--- src/hdl/assert_macros.svh ---
// assertion macros used by the top-level rtl file
`ifndef ASSERT_MACROS_SVH
`define ASSERT_MACROS_SVH

// implication checked on every rising clk edge outside reset
`define ASSERT_CLK(label, prop, msg) \
  label: assert property (@(posedge clk) disable iff (rst) prop) else $error(msg);

// check that also holds while reset is asserted
`define ASSERT_ALWAYS(label, prop, msg) \
  label: assert property (@(posedge clk) prop) else $error(msg);

`endif

--- src/hdl/cdcw_pkg.sv ---
// types, constants and table functions for the date check and weekday block
`default_nettype none
package cdcw_pkg;

  localparam logic [11:0] YEAR_MIN   = 12'd2000;
  localparam logic [11:0] YEAR_MAX   = 12'd2099;
  localparam logic [3:0]  MONTH_MIN  = 4'd1;
  localparam logic [3:0]  MONTH_MAX  = 4'd12;
  localparam logic [3:0]  MONTH_FEB  = 4'd2;
  localparam logic [4:0]  HOUR_MAX   = 5'd23;
  localparam logic [5:0]  MINUTE_MAX = 6'd59;
  localparam logic [5:0]  SECOND_MAX = 6'd59;
  localparam logic [2:0]  DOW_MOD    = 3'd7;
  localparam logic [2:0]  DOW_SUNDAY = 3'd7;
  localparam logic [2:0]  DOW_NONE   = 3'd0;

  typedef struct packed {
    logic       date_ok;
    logic [2:0] weekday;
  } date_res_t;

  // days in month, leap february included
  function automatic logic [4:0] month_len(input logic [3:0] m, input logic leap);
    logic [4:0] len;
    unique case (m)
      4'd1, 4'd3, 4'd5, 4'd7, 4'd8, 4'd10, 4'd12: len = 5'd31;
      4'd4, 4'd6, 4'd9, 4'd11:                    len = 5'd30;
      4'd2:                                       len = leap ? 5'd29 : 5'd28;
      default:                                    len = 5'd0;
    endcase
    return len;
  endfunction

  // (26*shifted_month - 2) / 10 reduced modulo 7, indexed by calendar month
  function automatic logic [2:0] month_term(input logic [3:0] m);
    logic [2:0] t;
    unique case (m)
      4'd1:    t = 3'd0;
      4'd2:    t = 3'd3;
      4'd3:    t = 3'd2;
      4'd4:    t = 3'd5;
      4'd5:    t = 3'd0;
      4'd6:    t = 3'd3;
      4'd7:    t = 3'd5;
      4'd8:    t = 3'd1;
      4'd9:    t = 3'd4;
      4'd10:   t = 3'd6;
      4'd11:   t = 3'd2;
      4'd12:   t = 3'd4;
      default: t = 3'd0;
    endcase
    return t;
  endfunction

endpackage
`default_nettype wire

--- src/hdl/cdcw_date.sv ---
// date range check and weekday from the gauss congruence
`default_nettype none
module cdcw_date (
  input  wire logic [11:0]        year,
  input  wire logic [3:0]         month,
  input  wire logic [4:0]         day_of_month,
  output      cdcw_pkg::date_res_t res
);
  import cdcw_pkg::*;

  logic       leap;
  logic       year_in;
  logic       month_in;
  logic       day_in;
  logic [4:0] len;
  logic [11:0] year_diff;
  logic [6:0] yo;
  logic       early;
  logic [6:0] yy;
  logic       cc_adj;
  logic [7:0] sum;
  logic [6:0] fold1;
  logic [3:0] fold2;
  logic [3:0] fold3;
  logic [2:0] dow;

  assign leap     = (year[1:0] == 2'b00);
  assign year_in  = (year >= YEAR_MIN) && (year <= YEAR_MAX);
  assign month_in = (month >= MONTH_MIN) && (month <= MONTH_MAX);
  assign len      = month_len(month, leap);
  assign day_in   = (day_of_month != 5'd0) && (day_of_month <= len);

  // years inside the window only; century term is 0 mod 7 for 20xx, 1 for 1999
  assign year_diff = year - YEAR_MIN;
  assign yo        = year_diff[6:0];
  assign early     = (month <= MONTH_FEB);

  always_comb begin
    yy     = yo;
    cc_adj = 1'b0;
    if (early) begin
      if (yo == 7'd0) begin
        yy     = 7'd99;
        cc_adj = 1'b1;
      end else begin
        yy = yo - 7'd1;
      end
    end
  end

  assign sum = {3'b000, day_of_month} + {5'b00000, month_term(month)}
             + {1'b0, yy} + {3'b000, yy[6:2]} + {7'b0000000, cc_adj};

  // mod 7 by folding: 64 and 8 are both 1 mod 7
  assign fold1 = {5'b00000, sum[7:6]} + {1'b0, sum[5:0]};
  assign fold2 = fold1[6:3] + {1'b0, fold1[2:0]};
  assign fold3 = {3'b000, fold2[3]} + {1'b0, fold2[2:0]};

  always_comb begin
    if (fold3 >= {1'b0, DOW_MOD}) begin
      dow = fold3[2:0] - DOW_MOD;
    end else begin
      dow = fold3[2:0];
    end
  end

  always_comb begin
    res.date_ok = year_in && month_in && day_in;
    if (res.date_ok) begin
      res.weekday = (dow == 3'd0) ? DOW_SUNDAY : dow;
    end else begin
      res.weekday = DOW_NONE;
    end
  end

endmodule
`default_nettype wire

--- src/hdl/cdcw_time.sv ---
// time of day range check
`default_nettype none
module cdcw_time (
  input  wire logic [4:0] hour,
  input  wire logic [5:0] minute,
  input  wire logic [5:0] second,
  output      logic       time_ok
);
  import cdcw_pkg::*;

  assign time_ok = (hour <= HOUR_MAX) && (minute <= MINUTE_MAX) && (second <= SECOND_MAX);

endmodule
`default_nettype wire

--- src/hdl/calendar_date_check_weekday_top.sv ---
// calendar date and time check with weekday: input register, check logic, result register
// an input transfer is captured in the input register, and its result in the result register
// throughput: one item per cycle while the output is not stalled
// stall from the output reaches in_stall only when both registers hold an item
// rst (synchronous, active high) empties both registers; no other state
`default_nettype none
module calendar_date_check_weekday_top (
  input  wire logic        clk,
  input  wire logic        rst,
  input  wire logic        in_valid,
  output      logic        in_stall,
  input  wire logic [11:0] year,
  input  wire logic [3:0]  month,
  input  wire logic [4:0]  day_of_month,
  input  wire logic [4:0]  hour,
  input  wire logic [5:0]  minute,
  input  wire logic [5:0]  second,
  output      logic        out_valid,
  input  wire logic        out_stall,
  output      logic        date_ok,
  output      logic        time_ok,
  output      logic [2:0]  weekday
);
  import cdcw_pkg::*;

`include "assert_macros.svh"

  logic        s1_valid;
  logic [11:0] s1_year;
  logic [3:0]  s1_month;
  logic [4:0]  s1_day;
  logic [4:0]  s1_hour;
  logic [5:0]  s1_minute;
  logic [5:0]  s1_second;
  logic        s2_hold;
  logic        s1_hold;
  logic        in_xfer;
  date_res_t   date_res;
  logic        time_res;

  assign s2_hold  = out_valid && out_stall;
  assign s1_hold  = s1_valid && s2_hold;
  assign in_stall = s1_hold;
  assign in_xfer  = in_valid && !in_stall;

  always_ff @(posedge clk) begin
    if (rst) begin
      s1_valid <= 1'b0;
    end else if (!s1_hold) begin
      s1_valid <= in_valid;
    end
  end

  always_ff @(posedge clk) begin
    if (in_xfer) begin
      s1_year   <= year;
      s1_month  <= month;
      s1_day    <= day_of_month;
      s1_hour   <= hour;
      s1_minute <= minute;
      s1_second <= second;
    end
  end

  cdcw_date u_date (
    .year         (s1_year),
    .month        (s1_month),
    .day_of_month (s1_day),
    .res          (date_res)
  );

  cdcw_time u_time (
    .hour    (s1_hour),
    .minute  (s1_minute),
    .second  (s1_second),
    .time_ok (time_res)
  );

  always_ff @(posedge clk) begin
    if (rst) begin
      out_valid <= 1'b0;
    end else if (!s2_hold) begin
      out_valid <= s1_valid;
    end
  end

  always_ff @(posedge clk) begin
    if (s1_valid && !s2_hold) begin
      date_ok <= date_res.date_ok;
      time_ok <= time_res;
      weekday <= date_res.weekday;
    end
  end

  `ASSERT_CLK(a_bad_date_no_day, (out_valid && !date_ok) |-> (weekday == DOW_NONE), "weekday set for invalid date")
  `ASSERT_CLK(a_good_date_day, (out_valid && date_ok) |-> (weekday != DOW_NONE), "no weekday for valid date")
  `ASSERT_ALWAYS(a_stall_full, in_stall |-> (s1_valid && out_valid && out_stall), "input stalled with room")
  `ASSERT_CLK(a_xfer_lands, in_xfer |=> s1_valid, "input transfer lost")

endmodule
`default_nettype wire

--- config.mk ---
export PLATFORM = sky130hd
export DESIGN_NAME = calendar_date_check_weekday_top
export DESIGN_NICKNAME = d
export VERILOG_FILES = /design/src/hdl/cdcw_pkg.sv /design/src/hdl/cdcw_date.sv /design/src/hdl/cdcw_time.sv /design/src/hdl/calendar_date_check_weekday_top.sv
export VERILOG_INCLUDE_DIRS = /design/src /design/src/hdl
export SDC_FILE = /design/constraint.sdc
export NUM_CORES = 1
export LEC_CHECK = 0
export BUFFER_PORTS_ARGS = -buffer_cell sky130_fd_sc_hd__buf_2
export CORE_AREA = 8 8 84 86
export DETAILED_ROUTE_END_ITERATION = 16
export DIE_AREA = 0 0 92 94
export PLACE_DENSITY_LB_ADDON = 0.08
export SLEW_MARGIN = 10
export SYNTH_ARGS = -nofsm -noshare
export SYNTH_HDL_FRONTEND = slang
export SYNTH_SLANG_ARGS = --single-unit
--- constraint.sdc ---
create_clock -name clk -period 8.2 [get_ports clk]
set_input_delay 0.82 -clock clk [delete_from_list [all_inputs] [get_ports clk]]
set_output_delay 0.82 -clock clk [all_outputs]
set_load 0.05 [all_outputs]
After elaboration in Yosys (flattened, before gate mapping) --
Memory sizes are Yosys's and may differ from the RTL's. A register that Yosys moved wholly into a read port is not among the register bits. Cells that the tools add are included.
Word-level totals: register bits 45, memory bits (read-only) 48, bits of input ports 42, word-level logic and storage cells 72, memories 1
Operators by class: add/subtract/negate cells 10, magnitude comparators 10, eq/ne operators 12, muxes and demuxes 9, reductions and logical operators 19
Memory list:
- (no name shown) | words 16, width 3, rd ports 1, clocked after memory_dff 1, wr ports 0, line cdcw_pkg.sv:37 | unique case (m)
Operators by type and width (count):
- $eq A4 B4 Y1 const B | 5
- $eq A4 B3 Y1 const B | 4
- $pmux W5 S3 | 1
- $mux W7 | 2
- $ge A12 B11 Y1 const B | 1
- $le A12 B12 Y1 const B | 1
- $le A6 B6 Y1 const B | 2
- $logic_and A1 B1 Y1 | 11
- $add A8 B1 Y8 | 1
- $add A8 B5 Y8 | 1
- $add A8 B7 Y8 | 1
- $eq A4 B2 Y1 const B | 2
- $add A2 B6 Y7 | 1
- $logic_not A7 Y1 | 1
- $reduce_or A7 Y1 | 1
- $sub A7 B1 Y7 const B | 1
- $sub A7 B7 Y7 const B | 1
- $add A5 B3 Y6 | 1
- $mux W3 | 2
- $le A5 B5 Y1 | 1
- $le A5 B5 Y1 const B | 1
- $reduce_bool A5 Y1 | 1
- $add A1 B3 Y4 | 1
- $add A4 B3 Y4 | 1
- 12 further kinds | 15

Logic depth before layout (Yosys ltp) --
word-level depth 14, mapped depth 34, mapped depth without buffers 34

Hierarchy --
A second synthesis with hierarchy kept.
Second synthesis, totals: cells, all modules 251, area, all modules 2929.1 um^2
By module, submodules not included:
- cdcw_date | times used 1, cells an instance 194, area each 1529.0 um^2, seq. area each 0.0 um^2
- calendar_date_check_weekday_top | times used 1, cells an instance 53, area each 1377.6 um^2, seq. area each 1331.3 um^2
- cdcw_time | times used 1, cells an instance 4, area each 22.5 um^2, seq. area each 0.0 um^2

Worst setup path after synthesis --
No wires, ideal clock.
path kind register to register, start register s1_year[4], end register weekday[1], data pin, data arrival time 6.526 ns, data required time 7.946 ns, path slack 1.420 ns, stages on the path, launching flop included 34, path buffers 0, period minus slack after synthesis 6.780 ns, path through edfxtp_1 inv_1 ha_1 xor2_1 and3_1 or2_2 fa_1 inv_1 ha_1 inv_1 fa_1 nand2b_1 a21oi_1 a21oi_1 o21ba_2 xnor2_1 ha_1 fa_1 inv_1 nor2_1 nand2_1 xnor2_1 ha_1 a21o_1 a21oi_1 xor2_1 ha_1 ha_1 ha_1 nand2b_1 and3_1 nor2_1 mux2_2 o21a_1
On the way: longest elaborated chain between the ends 14, elaborated cells between the ends (all ways) 23
RTL lines:
- start, declared | line calendar_date_check_weekday_top.sv:29 | logic [11:0] s1_year;
- start signal, assigned | line calendar_date_check_weekday_top.sv:56 | s1_year <= year;
- $sub A7 B7 Y7 | line cdcw_date.sv:34 | assign year_diff = year - YEAR_MIN;
- $sub A7 B1 Y7 or $logic_not A7 Y1 (tied branches) | line cdcw_date.sv:46, cdcw_date.sv:42
- $mux W7 | line cdcw_date.sv:42 | if (yo == 7'd0) begin
- $mux W7 | line cdcw_date.sv:41 | if (early) begin
- $add A8 B7 Y8 | line cdcw_date.sv:52 | + {1'b0, yy} + {3'b000, yy[6:2]} + {7'b0000000, cc_adj};
- $add A8 B5 Y8 | line cdcw_date.sv:52
- $add A8 B1 Y8 | line cdcw_date.sv:52
- $add A2 B6 Y7 | line cdcw_date.sv:55 | assign fold1 = {5'b00000, sum[7:6]} + {1'b0, sum[5:0]};
- $add A4 B3 Y4 | line cdcw_date.sv:56 | assign fold2 = fold1[6:3] + {1'b0, fold1[2:0]};
- $add A1 B3 Y4 | line cdcw_date.sv:57 | assign fold3 = {3'b000, fold2[3]} + {1'b0, fold2[2:0]};
- $ge A4 B3 Y1 or $sub A3 B3 Y3 (tied branches) | line cdcw_date.sv:60, cdcw_date.sv:61
- $mux W3 | line cdcw_date.sv:60 | if (fold3 >= {1'b0, DOW_MOD}) begin
- $logic_not A3 Y1 | line cdcw_date.sv:70 | res.weekday = (dow == 3'd0) ? DOW_SUNDAY : dow;
- $mux W3 | line cdcw_date.sv:70
- end signal, assigned | line calendar_date_check_weekday_top.sv:91 | weekday <= date_res.weekday;
- end, declared | line calendar_date_check_weekday_top.sv:22 | output logic [2:0] weekday
Parallel ways exist; a longest one is shown, timed or not. A chain may end at the register's enable or synchronous reset.

Final worst setup path --
Ends and elaborated chain as after synthesis.

==> results by stage <==
Placed design:
- The setup slack at placement is 0.948 ns.
- The total half-perimeter wirelength after legalization and detailed placement is 3820 um.
- The placer congestion estimate is 0.827.
- During placement, the flow inserted port buffers numbering 41.

Cells and area:
- The repair_antennas step left the layout with diodes totalling 0.
- In the final layout, flip-flops and latches occupy 1180 um^2.
- The most common library cell in the layout ignoring fill and taps is sky130_fd_sc_hd__buf_2.
- Leaving out fill and tap cells, the most frequent cells in the layout are 41 x sky130_fd_sc_hd__buf_2, 36 x sky130_fd_sc_hd__edfxtp_1, 33 x sky130_fd_sc_hd__ha_1.
- In the final layout, the multi-input gates occupy 1530 um^2.
- The fraction of layout cells with a size suffix above 1 is 0.191.
- The post-layout net count is 382.
- The layout has 524 filler cells.
- The growth of design area from synthesis to finish is 15.6%.

Drt:
- The number of nets still failing antenna checks after routing is 0.
- The average vias per placed instance is 5.00.
- The first-iteration detailed-routing DRC count is 44.
- For this block, the routed nets add up to 4570 um of wire.
- The routed length per instance is 12.2 um.
- The overall via count from detail_route is 1,869.
- For this run, the detailed router's first-pass iteration total came to 4.
- In the routed design, unresolved DRC markers number 0.

Setup path:
- The cell count of the worst reg-to-reg path is 33.
- The worst setup path startpoint is s1_year[4]$_DFFE_PP_.
- STA classifies the critical path startpoint as a flop.
- The highest fanout seen on the critical path is 6.
- The worst path arrival time is 7.26 ns.
- The classification of the worst setup path is flop to flop.
- The most frequent cell on the critical path is sky130_fd_sc_hd__ha_1.
- The largest individual stage delay along the critical path comes from the cell sky130_fd_sc_hd__edfxtp_1.
- The longest individual stage delay on the worst path is 0.48 ns.
- STA classifies the critical path endpoint as a flop.
- The required arrival time at the worst endpoint is 8.25 ns.
- The startpoint identified for the worst register-to-register timing path is s1_year[4]$_DFFE_PP_.

Clock tree:
- The clock passes through at most 2 buffers.
- In this run the number of H-tree levels came out at 2.
- The number of CTS-inserted buffers is 5.
- Post-CTS repair changed the size of 0 cells.
- The tree is rooted in a sky130_fd_sc_hd__clkbuf_8.
- Clock-pin slew was measured on the worst setup and hold paths at 0.08 ns.
- The clock latency on the worst-skew pair is 0.29 ns.
- Once the clock tree was built, the setup fixing pass inserted 0 buffers.
- Clock tree synthesis found a total of 41 sinks.
- TritonCTS built the clock tree.
- The number of buffers inserted for hold repair after clock tree synthesis is 0.

Yosys:
- Yosys mapped a number of flops with a built-in enable equal to 36.
- Each instance of the synthesized netlist takes up on average 11.2 um^2.
- The compound-gate portion of the synthesized area came to 0.125.
- Sorting the synthesized cells by area gives the leading types as sky130_fd_sc_hd__edfxtp_1 39%, sky130_fd_sc_hd__ha_1 15%, sky130_fd_sc_hd__fa_1 6.4%.
- The share of synthesized cell area in and, or, nand and nor gates is 0.117.
- The proportion of synthesized chip area in sequential cells is 0.421.
- During synthesis, Yosys emitted a total of 0 warnings.
- The cell area that synthesis handed to floorplanning was 2810 um^2.
- The share of synthesized area spent on multiplexers is 0.0290.
- Among all flip-flop cells after synthesis, the most frequent one is sky130_fd_sc_hd__edfxtp_1.
- Counting every net in the synthesized netlist gives 334.
- In this run, synthesis produced a sequential element count of 41.
- The number of distinct library cells after synthesis is 42.
- The arithmetic-cell share of the synthesized area counting full adders, half adders and majority gates is 0.211.
- The fraction of registers with async set/reset is 0.
- The area share of the largest cell type after synthesis is 0.385.
- After synthesis, the largest family of logic cells by area is adder cells.
- The number of instances in the synthesized netlist is 250.
- The post-synthesis xor/xnor area fraction is 0.0624.
- The cell accounting for the most synthesized area is sky130_fd_sc_hd__edfxtp_1.

Floorplanning:
- In this run the vertical extent of the chip is 94 um.
- 49 I/O pins were placed.
- The starting utilization of the core area is 0.488.
- In this run the core area contains 28 standard-cell rows.
- The core region is 5750 um^2.
- From left edge to right edge, the die measures 92 um.
- The die covers 8650 um^2.

Job:
- The max-capacitance violation count is 0.

Global routing:
- The global route total overflow is 0.
- The first global-routing pass estimated 8020 um of wire.
- The initial antenna violation count is 0.
- The via count of the first global-routing pass is 1,893.
- The pin count of the biggest net entering global routing is 32.
- For this run, the total global-route usage over all layers was measured as 0.113.

Hold path:
- The class of the worst hold path is flop to flop.
- In this run the most critical hold path is launched from s1_valid$_SDFFE_PP0N_.
- The worst hold path was traced through 2 stages.

Timing:
- The worst clock skew on the final layout is 0.00385 ns.
- Dividing the final minimum period by the clock period gives 0.879.
- At the pin with the least slew margin, the transition time is 1.08 ns.
- Setup repair after global routing left no endpoint under its margin.
- The final number of setup-violating endpoints is 0.
- The final-report hold violation count is 0.
- The final setup slack of the worst path is 0.988 ns.
- The final number of max-transition violations is 0.
- The worst hold margin is 0.499 ns.
- The final setup TNS is 0 ns.
- The worst pin sits at a relative slew slack of 0.279.
- The minimum clock period is 7.21 ns.
- The maximum operating frequency is 0.139 GHz.

Outcome:
- The flow ran to the end, and the final reports show no timing, DRC or antenna violations.
[stage by stage]
| stage | area [um^2] | instances | utilization |
|---|---|---|---|
| floorplan | 2810 | 250 | - |
| global placement | 3110 | 366 | 0.541 |
| detailed placement | 3110 | 366 | 0.541 |
| CTS | 3240 | 374 | 0.564 |
| global route | 3240 | 374 | 0.564 |
| finish | 3240 | 374 | 0.564 |
[kinds of logic after synthesis]
kind of cell,Yosys count
DFF,41
xor gates and xnor gates,20
and+or+nand+nor,67
adders and majority gates,42
AOI/OAI and AO/OA,46
buffers and inverters,26
muxes,8
[worst max-delay path, delay by kind of cell (launching register included)]
family / cells / cell delay [ns]
buffers and inverters: 4 / 0.26
AO/OA/AOI/OAI: 6 / 0.99
XOR/XNOR: 4 / 0.58
flip-flops: 1 / 0.48
AND/OR/NAND/NOR: 8 / 1.32
adder cells (fa/ha/maj): 10 / 2.97
multiplexers: 1 / 0.36
[synth_stat cells (2+ instances only)]
library cell               instances
sky130_fd_sc_hd__a211o_1           2
sky130_fd_sc_hd__a211oi_1          3
sky130_fd_sc_hd__a21o_1            4
sky130_fd_sc_hd__a21oi_1          13
sky130_fd_sc_hd__a41oi_1           2
sky130_fd_sc_hd__and3_1            2
sky130_fd_sc_hd__dfxtp_1           5
sky130_fd_sc_hd__edfxtp_1         36
sky130_fd_sc_hd__fa_1              9
sky130_fd_sc_hd__ha_1             33
sky130_fd_sc_hd__inv_1            26
sky130_fd_sc_hd__mux2i_1           7
sky130_fd_sc_hd__nand2_1          19
sky130_fd_sc_hd__nand2b_1          3
sky130_fd_sc_hd__nand3_1           6
sky130_fd_sc_hd__nand4_1           3
sky130_fd_sc_hd__nor2_1           16
sky130_fd_sc_hd__nor2b_1           2
sky130_fd_sc_hd__nor3_1            7
sky130_fd_sc_hd__nor3b_1           3
sky130_fd_sc_hd__o211ai_1          3
sky130_fd_sc_hd__o21a_1            2
sky130_fd_sc_hd__o21ai_0           6
sky130_fd_sc_hd__or2_2             2
sky130_fd_sc_hd__xnor2_1          10
sky130_fd_sc_hd__xor2_1           10
[per-layer routing]
layer  global-route usage  wire, um  part of all wire
met3               0.0272       147             0.032
met1                0.137      2190              0.48
met4               0.0322        48             0.011
met5                    0         0                 0
met2                0.193      2190              0.48
[registers in the layout, summed over array words and instances (netlist names), named ones only]
register	cells
s1_year	12
s1_day	5
s1_minute	4
s1_month	4
s1_second	4
weekday	3
s1_hour	2
date_ok	1
out_valid	1
s1_valid	1
time_ok	1
[path summary, 6_finish.rpt]
kind	end	slack (ns)
max	weekday[1]$_SDFFCE_PN0P_	0.99
min	out_valid$_SDFFE_PP0N_	0.50
max reg2reg	weekday[1]$_SDFFCE_PN0P_	0.99
min reg2reg	out_valid$_SDFFE_PP0N_	0.50
[cell type report]
type,instances,area share
clock buffers,5,0.0212
multi-input cells,183,0.471
flip-flops and latches,41,0.364
repair buffers,41,0.0633
clock inverters,3,0.0212
inverters,26,0.0301
well taps,75,0.0289
Power is left out: the tool's default activity adds up to more than one toggle a clock period on the data nets, which glitch-free logic cannot reach.
